### src/rtl/rpgf_pkg.sv
// Shared types and constants for the residue product grid filter.
// No dependencies; every other file imports this package.
package rpgf_pkg;

	localparam int MAX_CLASSES_DEF = 64;
	localparam int N_W             = 64;
	localparam int MOD_W           = 9;
	localparam int CLS_W           = 8;
	localparam int IDX_W           = 6;
	localparam int CNT_W           = 7;
	localparam int SURV_W          = 13;
	localparam int MASK_W          = 64;
	localparam int PROD_W          = 2 * CLS_W;
	localparam int OUT_DATA_W      = 104;

	localparam logic [MOD_W-1:0] MAX_MODULUS   = 9'd256;
	localparam logic [MOD_W-1:0] MODULUS_RESET = 9'd30;

	// Per-cell control carried alongside the data through the pipeline
	typedef struct packed {
		logic             valid;
		logic [IDX_W-1:0] idx_i;
		logic [IDX_W-1:0] idx_j;
		logic [MOD_W-1:0] target;
		logic             first;
		logic             row_end;
		logic             item_last;
	} cell_meta_t;

endpackage

### src/rtl/rpgf_modn.sv
// Bit-serial remainder of the 64-bit input value by the modulus.
// Depends on rpgf_pkg.
module rpgf_modn
	import rpgf_pkg::*;
(
	input  logic             clk,
	input  logic             arst_n,
	input  logic             start,
	input  logic [N_W-1:0]   n,
	input  logic [MOD_W-1:0] modulus,
	output logic             busy,
	output logic [MOD_W-1:0] rem
);

	logic [N_W-1:0]   shift_q;
	logic [MOD_W-1:0] rem_q;
	logic [6:0]       cnt_q;
	logic             busy_q;
	logic [MOD_W:0]   rem_sh;
	logic [MOD_W-1:0] rem_nxt;

	// Bring in one dividend bit and subtract the modulus once if it fits
	always_comb begin
		rem_sh  = {rem_q, shift_q[N_W-1]};
		rem_nxt = rem_sh[MOD_W-1:0];
		if (rem_sh >= {1'b0, modulus}) begin
			rem_nxt = MOD_W'(rem_sh - {1'b0, modulus});
		end
	end

	always_ff @(posedge clk or negedge arst_n) begin
		if (!arst_n) begin
			busy_q <= 1'b0;
			cnt_q  <= '0;
		end else if (start) begin
			busy_q <= 1'b1;
			cnt_q  <= '0;
		end else if (busy_q) begin
			cnt_q <= cnt_q + 7'd1;
			if (cnt_q == 7'(N_W - 1)) begin
				busy_q <= 1'b0;
			end
		end
	end

	always_ff @(posedge clk) begin
		if (start) begin
			shift_q <= n;
			rem_q   <= '0;
		end else if (busy_q) begin
			shift_q <= {shift_q[N_W-2:0], 1'b0};
			rem_q   <= rem_nxt;
		end
	end

	assign busy = busy_q;
	assign rem  = rem_q;

endmodule

### src/rtl/rpgf_gcd.sv
// Subtractive gcd unit, one subtraction per cycle; reports whether gcd is one.
// Depends on rpgf_pkg.
module rpgf_gcd
	import rpgf_pkg::*;
(
	input  logic             clk,
	input  logic             arst_n,
	input  logic             start,
	input  logic [MOD_W-1:0] a_in,
	input  logic [MOD_W-1:0] b_in,
	output logic             done,
	output logic             coprime
);

	logic [MOD_W-1:0] a_q;
	logic [MOD_W-1:0] b_q;
	logic             busy_q;
	logic             done_q;
	logic             coprime_q;

	// Reduce the larger operand until one is zero or both match
	always_ff @(posedge clk or negedge arst_n) begin
		if (!arst_n) begin
			busy_q    <= 1'b0;
			done_q    <= 1'b0;
			coprime_q <= 1'b0;
		end else begin
			done_q <= 1'b0;
			if (start) begin
				busy_q <= 1'b1;
				a_q    <= a_in;
				b_q    <= b_in;
			end else if (busy_q) begin
				if (a_q == '0) begin
					busy_q    <= 1'b0;
					done_q    <= 1'b1;
					coprime_q <= (b_q == MOD_W'(1));
				end else if (a_q == b_q) begin
					busy_q    <= 1'b0;
					done_q    <= 1'b1;
					coprime_q <= (a_q == MOD_W'(1));
				end else if (a_q > b_q) begin
					a_q <= a_q - b_q;
				end else begin
					b_q <= b_q - a_q;
				end
			end
		end
	end

	assign done    = done_q;
	assign coprime = coprime_q;

endmodule

### src/rtl/rpgf_cell_pipe.sv
// Cell pipeline: class product, four-stage modular reduction, target compare.
// Depends on rpgf_pkg.
module rpgf_cell_pipe
	import rpgf_pkg::*;
(
	input  logic             clk,
	input  logic             arst_n,
	input  logic             adv,
	input  logic [MOD_W-1:0] modulus,
	input  cell_meta_t       meta_s1,
	input  logic [CLS_W-1:0] ci_s1,
	input  logic [CLS_W-1:0] cj_s1,
	output cell_meta_t       meta_out,
	output logic [CLS_W-1:0] ci_out,
	output logic             hit_out
);

	// Four restoring steps of remainder by the modulus
	function automatic logic [MOD_W-1:0] step4(input logic [MOD_W-1:0] rem_in,
		input logic [3:0] bits, input logic [MOD_W-1:0] m);
		logic [MOD_W-1:0] r;
		logic [MOD_W:0]   t;
		r = rem_in;
		for (int k = 3; k >= 0; k--) begin
			t = {r, bits[k]};
			if (t >= {1'b0, m}) begin
				t = t - {1'b0, m};
			end
			r = t[MOD_W-1:0];
		end
		return r;
	endfunction

	cell_meta_t       meta_s2, meta_s3, meta_s4, meta_s5, meta_s6;
	logic [CLS_W-1:0] ci_s2, ci_s3, ci_s4, ci_s5, ci_s6;
	logic [PROD_W-1:0] prod_s2, prod_s3, prod_s4, prod_s5;
	logic [MOD_W-1:0] rem_s3, rem_s4, rem_s5;
	logic             hit_s6;

	// Advance the cell control, valid bits included, together with the payload
	always_ff @(posedge clk or negedge arst_n) begin
		if (!arst_n) begin
			meta_s2 <= '0;
			meta_s3 <= '0;
			meta_s4 <= '0;
			meta_s5 <= '0;
			meta_s6 <= '0;
		end else if (adv) begin
			meta_s2 <= meta_s1;
			meta_s3 <= meta_s2;
			meta_s4 <= meta_s3;
			meta_s5 <= meta_s4;
			meta_s6 <= meta_s5;
		end
	end

	always_ff @(posedge clk) begin
		if (adv) begin
			ci_s2   <= ci_s1;
			ci_s3   <= ci_s2;
			ci_s4   <= ci_s3;
			ci_s5   <= ci_s4;
			ci_s6   <= ci_s5;
			// Multiply, then reduce four product bits per stage
			prod_s2 <= ci_s1 * cj_s1;
			prod_s3 <= prod_s2;
			prod_s4 <= prod_s3;
			prod_s5 <= prod_s4;
			rem_s3  <= step4('0, prod_s2[15:12], modulus);
			rem_s4  <= step4(rem_s3, prod_s3[11:8], modulus);
			rem_s5  <= step4(rem_s4, prod_s4[7:4], modulus);
			hit_s6  <= (step4(rem_s5, prod_s5[3:0], modulus) == meta_s5.target);
		end
	end

	assign meta_out = meta_s6;
	assign ci_out   = ci_s6;
	assign hit_out  = hit_s6;

endmodule

### src/rtl/rpgf_row_acc.sv
// Row accumulator and output register: builds each row mask and running count.
// Depends on rpgf_pkg.
module rpgf_row_acc
	import rpgf_pkg::*;
(
	input  logic                  clk,
	input  logic                  arst_n,
	input  cell_meta_t            meta,
	input  logic [CLS_W-1:0]      ci,
	input  logic                  hit,
	input  logic [CNT_W-1:0]      class_count,
	input  logic                  overflow,
	input  logic                  m_tready,
	output logic                  adv,
	output logic                  m_tvalid,
	output logic [OUT_DATA_W-1:0] m_tdata,
	output logic [0:0]            m_tuser,
	output logic                  m_tlast
);

	logic [MASK_W-1:0] mask_q, mask_nxt;
	logic [SURV_W-1:0] count_q, count_nxt;
	logic              out_valid_q;

	assign adv = !out_valid_q || m_tready;

	// Merge this cell into the row being built
	always_comb begin
		mask_nxt  = (meta.idx_j == '0) ? '0 : mask_q;
		if (hit) begin
			mask_nxt = mask_nxt | (MASK_W'(1) << meta.idx_j);
		end
		count_nxt = (meta.first ? '0 : count_q) + SURV_W'(hit);
	end

	always_ff @(posedge clk or negedge arst_n) begin
		if (!arst_n) begin
			out_valid_q <= 1'b0;
		end else if (adv) begin
			out_valid_q <= meta.valid && meta.row_end;
		end
	end

	always_ff @(posedge clk) begin
		if (adv && meta.valid) begin
			mask_q  <= mask_nxt;
			count_q <= count_nxt;
			if (meta.row_end) begin
				m_tdata <= {6'd0, count_nxt, class_count, mask_nxt, ci, meta.idx_i};
				m_tuser <= overflow;
				m_tlast <= meta.item_last;
			end
		end
	end

	assign m_tvalid = out_valid_q;

endmodule

### src/rtl/residue_product_grid_filter.sv
// Residue product grid filter. After a modulus write, the first input item
// rebuilds the table of residues coprime to the modulus with a subtractive gcd
// unit, one residue after another. Each input then goes through the serial
// remainder unit to find n mod modulus, and issues its class_count * class_count
// grid cells into a six-stage pipeline at one cell per cycle while the output
// side does not stall it. One row result per grid row leaves on the master side;
// the next input is taken once the last cell of the previous one has been issued.
module residue_product_grid_filter
	import rpgf_pkg::*;
#(
	parameter int MAX_CLASSES = MAX_CLASSES_DEF
) (
	input  logic                  clk,
	input  logic                  arst_n,
	// Modulus register write
	input  logic                  cfg_valid,
	output logic                  cfg_ready,
	input  logic [MOD_W-1:0]      cfg_data,
	// Input: [63:0] n
	input  logic                  s_tvalid,
	output logic                  s_tready,
	input  logic [N_W-1:0]        s_tdata,
	// Output: [5:0] row_index, [13:6] row_class, [77:14] row_mask,
	// [84:78] class_count, [97:85] survivors, [103:98] zero
	output logic                  m_tvalid,
	input  logic                  m_tready,
	output logic [OUT_DATA_W-1:0] m_tdata,
	// [0] table_overflow
	output logic [0:0]            m_tuser,
	output logic                  m_tlast
);

	localparam int AW = (MAX_CLASSES > 1) ? $clog2(MAX_CLASSES) : 1;

	typedef enum logic [2:0] {
		ST_IDLE,
		ST_GCD_GO,
		ST_GCD_WAIT,
		ST_WAIT_DIV,
		ST_ISSUE
	} state_t;

	state_t           state_q;
	logic [MOD_W-1:0] modulus_q;
	logic             table_valid_q;
	logic [CNT_W-1:0] size_q;
	logic             overflow_q;
	logic [MOD_W-1:0] r_q;
	logic [IDX_W-1:0] i_q, j_q;
	logic [CLS_W-1:0] class_mem [MAX_CLASSES];
	logic [CLS_W-1:0] ci_s1, cj_s1;
	cell_meta_t       meta_s1, meta_pipe;
	logic [CLS_W-1:0] ci_pipe;
	logic             hit_pipe;
	logic             adv;
	logic             in_xfer, cfg_xfer;
	logic             div_busy;
	logic [MOD_W-1:0] div_rem;
	logic             gcd_done, gcd_coprime;
	logic             mem_we;
	logic             last_j, last_i;
	logic [MOD_W-1:0] cfg_clamped;

	assign cfg_ready = 1'b1;
	assign cfg_xfer  = cfg_valid;
	assign s_tready  = (state_q == ST_IDLE);
	assign in_xfer   = s_tvalid && s_tready;
	assign mem_we    = (state_q == ST_GCD_WAIT) && gcd_done && gcd_coprime
		&& (size_q < CNT_W'(MAX_CLASSES));
	assign last_j    = ({1'b0, j_q} == size_q - CNT_W'(1));
	assign last_i    = ({1'b0, i_q} == size_q - CNT_W'(1));

	// Hold the modulus in 1..MAX_MODULUS
	always_comb begin
		cfg_clamped = cfg_data;
		if (cfg_data == '0) begin
			cfg_clamped = MOD_W'(1);
		end else if (cfg_data > MAX_MODULUS) begin
			cfg_clamped = MAX_MODULUS;
		end
	end

	rpgf_modn u_modn (
		.clk     (clk),
		.arst_n  (arst_n),
		.start   (in_xfer),
		.n       (s_tdata),
		.modulus (modulus_q),
		.busy    (div_busy),
		.rem     (div_rem)
	);

	rpgf_gcd u_gcd (
		.clk     (clk),
		.arst_n  (arst_n),
		.start   (state_q == ST_GCD_GO),
		.a_in    (r_q),
		.b_in    (modulus_q),
		.done    (gcd_done),
		.coprime (gcd_coprime)
	);

	// Sequencer: table rebuild, remainder wait, cell issue
	always_ff @(posedge clk or negedge arst_n) begin
		if (!arst_n) begin
			state_q       <= ST_IDLE;
			modulus_q     <= MODULUS_RESET;
			table_valid_q <= 1'b0;
			size_q        <= '0;
			overflow_q    <= 1'b0;
			r_q           <= '0;
			i_q           <= '0;
			j_q           <= '0;
			meta_s1       <= '0;
		end else begin
			if (cfg_xfer) begin
				modulus_q     <= cfg_clamped;
				table_valid_q <= 1'b0;
			end
			if (adv) begin
				meta_s1.valid <= 1'b0;
			end
			case (state_q)
				ST_IDLE: begin
					if (in_xfer) begin
						if (table_valid_q) begin
							state_q <= ST_WAIT_DIV;
						end else begin
							r_q        <= '0;
							size_q     <= '0;
							overflow_q <= 1'b0;
							state_q    <= ST_GCD_GO;
						end
					end
				end
				ST_GCD_GO: begin
					state_q <= ST_GCD_WAIT;
				end
				ST_GCD_WAIT: begin
					if (gcd_done) begin
						if (gcd_coprime) begin
							if (size_q < CNT_W'(MAX_CLASSES)) begin
								size_q <= size_q + CNT_W'(1);
							end else begin
								overflow_q <= 1'b1;
							end
						end
						if (r_q == modulus_q - MOD_W'(1)) begin
							table_valid_q <= 1'b1;
							state_q       <= ST_WAIT_DIV;
						end else begin
							r_q     <= r_q + MOD_W'(1);
							state_q <= ST_GCD_GO;
						end
					end
				end
				ST_WAIT_DIV: begin
					if (!div_busy) begin
						i_q     <= '0;
						j_q     <= '0;
						state_q <= ST_ISSUE;
					end
				end
				ST_ISSUE: begin
					if (adv) begin
						meta_s1.valid     <= 1'b1;
						meta_s1.idx_i     <= i_q;
						meta_s1.idx_j     <= j_q;
						meta_s1.target    <= div_rem;
						meta_s1.first     <= (i_q == '0) && (j_q == '0);
						meta_s1.row_end   <= last_j;
						meta_s1.item_last <= last_j && last_i;
						if (last_j) begin
							j_q <= '0;
							i_q <= i_q + IDX_W'(1);
							if (last_i) begin
								state_q <= ST_IDLE;
							end
						end else begin
							j_q <= j_q + IDX_W'(1);
						end
					end
				end
				default: begin
					state_q <= ST_IDLE;
				end
			endcase
		end
	end

	// Class table: written during rebuild, two registered read ports
	always_ff @(posedge clk) begin
		if (mem_we) begin
			class_mem[size_q[AW-1:0]] <= r_q[CLS_W-1:0];
		end
		if (adv) begin
			ci_s1 <= class_mem[i_q[AW-1:0]];
			cj_s1 <= class_mem[j_q[AW-1:0]];
		end
	end

	rpgf_cell_pipe u_cell_pipe (
		.clk      (clk),
		.arst_n   (arst_n),
		.adv      (adv),
		.modulus  (modulus_q),
		.meta_s1  (meta_s1),
		.ci_s1    (ci_s1),
		.cj_s1    (cj_s1),
		.meta_out (meta_pipe),
		.ci_out   (ci_pipe),
		.hit_out  (hit_pipe)
	);

	rpgf_row_acc u_row_acc (
		.clk         (clk),
		.arst_n      (arst_n),
		.meta        (meta_pipe),
		.ci          (ci_pipe),
		.hit         (hit_pipe),
		.class_count (size_q),
		.overflow    (overflow_q),
		.m_tready    (m_tready),
		.adv         (adv),
		.m_tvalid    (m_tvalid),
		.m_tdata     (m_tdata),
		.m_tuser     (m_tuser),
		.m_tlast     (m_tlast)
	);

endmodule

### config.mk
export PLATFORM = sky130hd
export DESIGN_NAME = residue_product_grid_filter
export DESIGN_NICKNAME = d
export VERILOG_FILES = /design/src/rtl/rpgf_pkg.sv /design/src/rtl/rpgf_modn.sv /design/src/rtl/rpgf_gcd.sv /design/src/rtl/rpgf_cell_pipe.sv /design/src/rtl/rpgf_row_acc.sv /design/src/rtl/residue_product_grid_filter.sv
export SDC_FILE = /design/constraint.sdc
export NUM_CORES = 2
export LEC_CHECK = 0
export CAP_MARGIN = 20
export CORE_MARGIN = 1.5
export CORE_UTILIZATION = 58
export CTS_BUF_LIST = sky130_fd_sc_hd__clkbuf_16
export DETAILED_ROUTE_END_ITERATION = 10
export DONT_BUFFER_PORTS = 1
export GPL_TIMING_DRIVEN = 0
export PLACE_DENSITY = 0.76
export SYNTH_ARGS = -nofsm -noshare
export SYNTH_HDL_FRONTEND = slang
export SYNTH_SLANG_ARGS = --single-unit
### constraint.sdc
create_clock -name clk -period 10.2 [get_ports clk]
set_clock_uncertainty 0.2 [all_clocks]
set_input_delay 2.55 -clock clk [delete_from_list [all_inputs] [get_ports clk]]
set_output_delay 2.55 -clock clk [all_outputs]
set_load 0.01 [all_outputs]
**Word-level counts from Yosys, hierarchy flattened**

Memory sizes are Yosys's and may differ from the RTL's. A register that Yosys moved wholly into a read port is not among the register bits.
Index checks and enable logic that the tools add are counted.

- Memories kept: 1
- Register bits: 571
- Bits in latches: 0
- Bits in writable memories: 512
- ROM bits: 0

Memory list:

| name | words | bits a word | rd ports | clocked after Yosys merged registers in | wr ports | line | RTL |
|---|---|---|---|---|---|---|---|
| class_mem | 64 | 8 | 2 | 2 | 1 | residue_product_grid_filter.sv:50 | `logic [CLS_W-1:0] class_mem [MAX_CLASSES];` |

- Order comparisons: 20
- Divide/modulo/power cells: 0
- Multiplexer cells: 104
- Equal/unequal tests: 26
- Add/sub/neg operators: 27
- Shift operators: 1
- Bitwise gates (word level): 2
- Multiply operators: 1
- Reductions and logical operators: 33

Operators with widths:

| cell | number |
|---|---|
| $mux 9 | 46 |
| $mux 64 | 4 |
| $sub 9x9->9 | 18 |
| $ge 10x9->1 | 16 |
| $or 64x64->64 | 1 |
| $shl 1x6->64 const A | 1 |
| $mux 25 | 2 |
| $mux 7 | 7 |
| $mux 6 | 5 |
| $eq 9x9->1 | 3 |
| $mux 1 | 25 |
| $pmux 6 s2 | 2 |
| $eq 9x1->1 const B | 2 |
| $logic_not 6->1 | 3 |
| $logic_not 9->1 | 2 |
| $mux 3 | 6 |
| $pmux 9 s2 | 1 |
| $reduce_and 6->1 | 3 |
| $mul 8x8->16 | 1 |
| $ne 2x1->1 const B | 8 |
| $pmux 3 s5 | 1 |
| $reduce_and 5->1 | 3 |
| $add 7x1->7 const B | 2 |
| $eq 6x7->1 | 2 |
| other kinds (28) | 50 |

**Depth between registers and ports, before layout**

- Depth in word-level cells: 13
- Depth in mapped cells: 44

**Modules after synthesis**

From an unflattened synthesis, not the netlist that was laid out.

- Cell total of the unflattened synthesis: 3811
- Area, all modules: 57262.4 sq um

By module, submodules not included:

| module | cells each | instances | seq. area each (sq um) | area each (sq um) |
|---|---|---|---|---|
| residue_product_grid_filter | 1466 | 1 | 17536.8 | 28040.6 |
| rpgf_cell_pipe | 1521 | 1 | 6371.1 | 16841.2 |
| rpgf_row_acc | 354 | 1 | 5340.1 | 6661.4 |
| rpgf_modn | 278 | 1 | 2302.2 | 3980.1 |
| rpgf_gcd | 192 | 1 | 615.6 | 1739.2 |

**Worst setup path before layout**

OpenSTA, ideal clock, no wires.

- Kind: flip-flop to flip-flop
- Start point: register modulus_q[1]
- End point: register u_cell_pipe.rem_s4[2], data pin
- Stages on the path, launching flop included: 38
- Arrival time: 9.277 ns
- Setup slack: 0.463 ns
- Library setup time: 0.260 ns
- Period minus slack after synthesis: 9.737 ns
- Required time: 9.740 ns
- Path through: dfstp_2 -> inv_1 -> fa_1 -> a21o_1 -> a21oi_1 -> nor2_1 -> o31a_1 -> nor2_1 -> clkbuf_1 -> mux2_2 -> ha_1 -> a21o_1 -> a21oi_1 -> o22ai_1 -> o31ai_1 -> o311ai_2 -> clkbuf_1 -> nor2_1 -> (+2 left out) -> a21o_1 -> a21oi_1 -> o21ai_0 -> nor2_1 -> o21ai_0 -> a221oi_1 -> o21ai_1 -> clkbuf_1 -> mux2_2 -> ha_1 -> nor2b_1 -> o21ai_0 -> nand2b_1 -> a221oi_1 -> o21ai_0 -> a21o_1 -> a211oi_4 -> mux2_2

- Cells in the longest elaborated chain, start to end: 11
- Elaborated cells between the ends (all ways): 15
- Those cells by class: 4 x add/sub; 4 x order compare; 7 x mux

Ends and longest elaborated chain:

| item | line | RTL |
|---|---|---|
| from (decl) | residue_product_grid_filter.sv:44 | `logic [MOD_W-1:0] modulus_q;` |
| from (signal assigned) | residue_product_grid_filter.sv:117 | `modulus_q <= cfg_clamped;` |
| $sub 9x9->9 or $ge 10x9->1 (tied branches) | rpgf_cell_pipe.sv:27, rpgf_cell_pipe.sv:26 |  |
| $mux 9 | rpgf_cell_pipe.sv:26 | `if (t >= {1'b0, m}) begin` |
| $mux 9 | rpgf_cell_pipe.sv:58 | `if (adv) begin` |
| $ge 10x9->1 or $sub 9x9->9 (tied branches) | rpgf_cell_pipe.sv:26, rpgf_cell_pipe.sv:27 |  |
| $mux 9 | rpgf_cell_pipe.sv:26 |  |
| $mux 9 | rpgf_cell_pipe.sv:58 |  |
| $sub 9x9->9 or $ge 10x9->1 (tied branches) | rpgf_cell_pipe.sv:27, rpgf_cell_pipe.sv:26 |  |
| $mux 9 | rpgf_cell_pipe.sv:26 |  |
| $mux 9 | rpgf_cell_pipe.sv:58 |  |
| $sub 9x9->9 or $ge 10x9->1 (tied branches) | rpgf_cell_pipe.sv:27, rpgf_cell_pipe.sv:26 |  |
| $mux 9 (*) | rpgf_cell_pipe.sv:26 |  |
| to (signal assigned) | rpgf_cell_pipe.sv:70 | `rem_s4 <= step4(rem_s3, prod_s3[11:8], modulus);` |
| to (decl) | rpgf_cell_pipe.sv:37 | `logic [MOD_W-1:0] rem_s3, rem_s4, rem_s5;` |

Mark *: on every way between the ends. The rest lies on a longest branch, timed or not. The select of a mux whose other input is x is not followed.
A chain may end at the register's enable or synchronous reset.

**Final worst setup path**

- Start point: register modulus_q[2]
- End point: register u_cell_pipe.hit_s6 (netlist: u_cell_pipe.hit_out), data pin

- Cells in the longest elaborated chain, start to end: 13
- Elaborated cells between the ends (all ways): 17
- Those cells by class: 4 x add/sub; 4 x order compare; 1 x eq/ne; 8 x mux

Ends and longest elaborated chain:

| item | line | RTL |
|---|---|---|
| $sub 9x9->9 or $ge 10x9->1 (tied branches) | rpgf_cell_pipe.sv:27, rpgf_cell_pipe.sv:26 |  |
| $mux 9 | rpgf_cell_pipe.sv:26 |  |
| $mux 9 | rpgf_cell_pipe.sv:58 |  |
| $sub 9x9->9 or $ge 10x9->1 (tied branches) | rpgf_cell_pipe.sv:27, rpgf_cell_pipe.sv:26 |  |
| $mux 9 | rpgf_cell_pipe.sv:26 |  |
| $mux 9 | rpgf_cell_pipe.sv:58 |  |
| $sub 9x9->9 or $ge 10x9->1 (tied branches) | rpgf_cell_pipe.sv:27, rpgf_cell_pipe.sv:26 |  |
| $mux 9 | rpgf_cell_pipe.sv:26 |  |
| $mux 9 | rpgf_cell_pipe.sv:58 |  |
| $sub 9x9->9 or $ge 10x9->1 (tied branches) | rpgf_cell_pipe.sv:27, rpgf_cell_pipe.sv:26 |  |
| $mux 9 (*) | rpgf_cell_pipe.sv:26 |  |
| $mux 9 (*) | rpgf_cell_pipe.sv:58 |  |
| $eq 9x9->1 (*) | rpgf_cell_pipe.sv:72 | `hit_s6 <= (step4(rem_s5, prod_s5[3:0], modulus) == meta_s5.target);` |
| to (signal assigned) | rpgf_cell_pipe.sv:72 |  |
| to (decl) | rpgf_cell_pipe.sv:38 | `logic hit_s6;` |

Marks and branches as above.

==> impl_results.md <==
- Clk root buf: clkbuf_16
- Post-Syn Area per Cell: 13.27 um^2
- Most common cell in the netlist: edfxtp_1
- Final setup viols: 0
- Dpl cells: 5,549
- WL final: 147,900 um
- Post-Route Hold Slack: 176.9 ps
- Area grow syn2layout: 11.69%
- Final-report hold violation count: 0
- Top cells by area, synth: edfxtp_1, mux4_2, dfrtp_1
- DR pass1 iterations: 8
- Drt drc: 0
- Critical Setup Path Class: flop to flop
- Total Power: 24.31 mW
- I/O pin count: 187
- Buffers & Inverters on Critical Path: 6
- Die area: 99,050 um^2
- Clk sinks: 1,099
- Crit-path max FO: 10
- Clk slew on worst S/H paths: 60 ps
- Largest net degree at the start of global routing: 197
- Final Cycle Share: 95.22%
- First-pass GRT wire length: 222,200 um
- Max-slew violation total from the final report: 0
- Top_reg_cell synth: edfxtp_1
- Avg Vias per Cell: 6.319
- Antenna Nets Post-Route: 0
- Die X-Extent: 314.7 um
- # Max-Cap Violations: 0
- DR iter-0 viols: 4,294
- Clock Path Buffers: 3
- CTS tree: done
- Core area: 96,420 um^2
- Top Family by Delay on Critical Path: compound AO/OA/AOI/OAI gates
- Final Instance Area: 62,950 um^2
- Cts bufs inserted: 112
- Grt ovf: 0
- Ys Warns: 0
- GP Congestion: 0.9670
- Total track usage: 30.04%
- Startpoint types: flop
- Post-route insts no fill: 5,814
- Unique masters post-synth: 93
- Area of the mapped netlist: 56,360 um^2
- Placed inst area: 58,440 um^2
- Maximum vdd drop: 0.0009128 V
- Worst Max-Slew Pin Slew: 1197 ps
- WL/cell: 25.44 um
- Synth Instances: 4,247
- Row cnt: 114
- Worst skew pair latency: 750 ps
- Synth cell count leaders: edfxtp_1, nand2_1, mux4_2, nor2_1, ha_1
- Yosys top cell area share: 47.69%
- Crit-path slowest cell: dfstp_2
- FF+latch count, synth: 1,099
- Layout cell share with drive strength beyond 1: 16.07%
- Worst Hold Class: flop to flop
- Static Leak: 24.50 nW
- Post-synth top area cell: edfxtp_1
- Fmax: 0.1030 GHz
- Vias in the first global route: 36,500
- Height of the die: 314.7 um
- DP Wirelength: 100,300 um
- Fill cells: 6,831
- Crit end category: flop
- Starting Density: 58.45%
- H-tree depth: 3
- Fin util: 65.28%
- Post-synthesis sequential area ratio: 56.67%
- Layout Nets: 4,779
- Critical Path Max Stage Delay: 640 ps
- WP data arrival: 10,090 ps
- Final worst path period need: 9713 ps
- Pwr per Cell Area: 386.1 nW/um^2
- Initial antenna violation count: 4
- Routed vias: 36,740
- Worst Path Required: 10,580 ps
- Outcome: completed
- Post-synth EDFFs: 895
- IO buf count: 0
- Synth async-reset ratio: 17.74%
- Slew HR: 20.20%
## layout by cell type (no fill, tap or decap), types with 59 or more instances in the layout
cell and n:
xnor2_1 112, a21oi_1 157, clkbuf_16 113, edfxtp_1 895, inv_1 176, clkbuf_1 138, xor2_1 68, and2_1 59
o21ai_0 142, ha_1 208, a21o_1 59, mux4_2 308, nand2_1 765, dfrtp_1 181, nor2_1 264
## through the flow
stage	setup TNS, ps	worst slack [ps]
floorplan	0	463.4
global placement	-24590	-1557
detailed placement	-16040	-1107
CTS	0	14.67
global route	-399.8	-67.83
finish	0	487.1
## report_power, final
part           internal (mW)  switching (mW)
logic                   7.04            7.26
clock network           2.42            1.83
registers               5.57           0.191
total                   15.0            9.28
## sequential cells by signal (all words and copies together), names as in the netlist, 9 cells and up, named ones only
signal	flops
u_modn.shift_q	64
u_cell_pipe.rem_s4	9
u_cell_pipe.prod_s2	16
u_cell_pipe.meta_s4	25
u_cell_pipe.meta_out	16
u_cell_pipe.meta_s5	25
u_cell_pipe.rem_s5	9
u_modn.rem	9
u_cell_pipe.meta_s3	25
u_gcd.b_q	9
r_q	9
u_row_acc.m_tdata	98
u_cell_pipe.prod_s3	12
u_row_acc.count_q	13
modulus_q	9
u_cell_pipe.meta_s2	25
u_gcd.a_q	9
u_cell_pipe.rem_s3	9
u_row_acc.mask_q	64
meta_s1	24
class_mem	512
## layer usage
metal	share of wire, %	up-vias	track usage [%]
li1	-	16120	-
met1	37	18240	37.89
met2	48	1922	48.80
met3	8.9	457	5.960
met4	6.4	4	17.24
met5	0.012	-	0
## logic make-up after synthesis
| family | after synthesis | synth area share, % |
|---|---|---|
| simple gates | 1372 | 10.65 |
| mux | 422 | 14.53 |
| other cells | 2 | 0.01333 |
| flops | 1099 | 56.67 |
| compound gates | 544 | 6.230 |
| xor+xnor | 180 | 2.797 |
| buf+inv | 364 | 2.518 |
| fa+ha+maj | 264 | 6.580 |
## path summary, 6_finish.rpt
check / from / to / slack [ps] / cells after the start
setup / recovery: modulus_q[2] / u_cell_pipe.hit_out / 490 / 38
hold / removal: u_cell_pipe.prod_s3[0] / u_cell_pipe.prod_s4[0] / 180 / 0
setup reg to reg: modulus_q[2] / u_cell_pipe.hit_out / 490 / 38
hold reg to reg: u_cell_pipe.prod_s3[0] / u_cell_pipe.prod_s4[0] / 180 / 0
max in group asynchronous: arst_n / modulus_q[2] / 8040 / 0
min in group asynchronous: arst_n / u_cell_pipe.meta_out[23] / 1340 / 0
## layout make-up
cell class	instances	area [um^2]	area share, %
flip-flops and latches	1099	31960	50.77
multi-input cells	2789	23180	36.83
clock buffers	113	2828	4.492
well taps	1276	1597	2.536
clock inverters	100	1016	1.614
repair buffers	70	888.4	1.411
plain buffers	197	807.0	1.282
inverters	167	658.1	1.046
repair inverters	1	5.005	0.007951
diodes	2	5.005	0.007951
## worst reg2reg max path, delay by kind of cell (launching register included)
family,cells,cell delay (ps)
AOI/OAI and AO/OA,13,2840
adders and majority gates,4,1430
muxes,4,1160
DFF,1,640
and+or+nand+nor,10,1980
xor gates and xnor gates,1,160
buffers and inverters,6,1170
## timing repair
item / CTS / global route
gates cloned: 1 / 0
setup endpoints to repair: 19 / 19
hold buffers: 0 / 0
pin swaps: 2 / 5
resized for setup: 18 / 38
buffers inserted: 28 / 13
No activity file was read; power rests on OpenSTA's default activity.
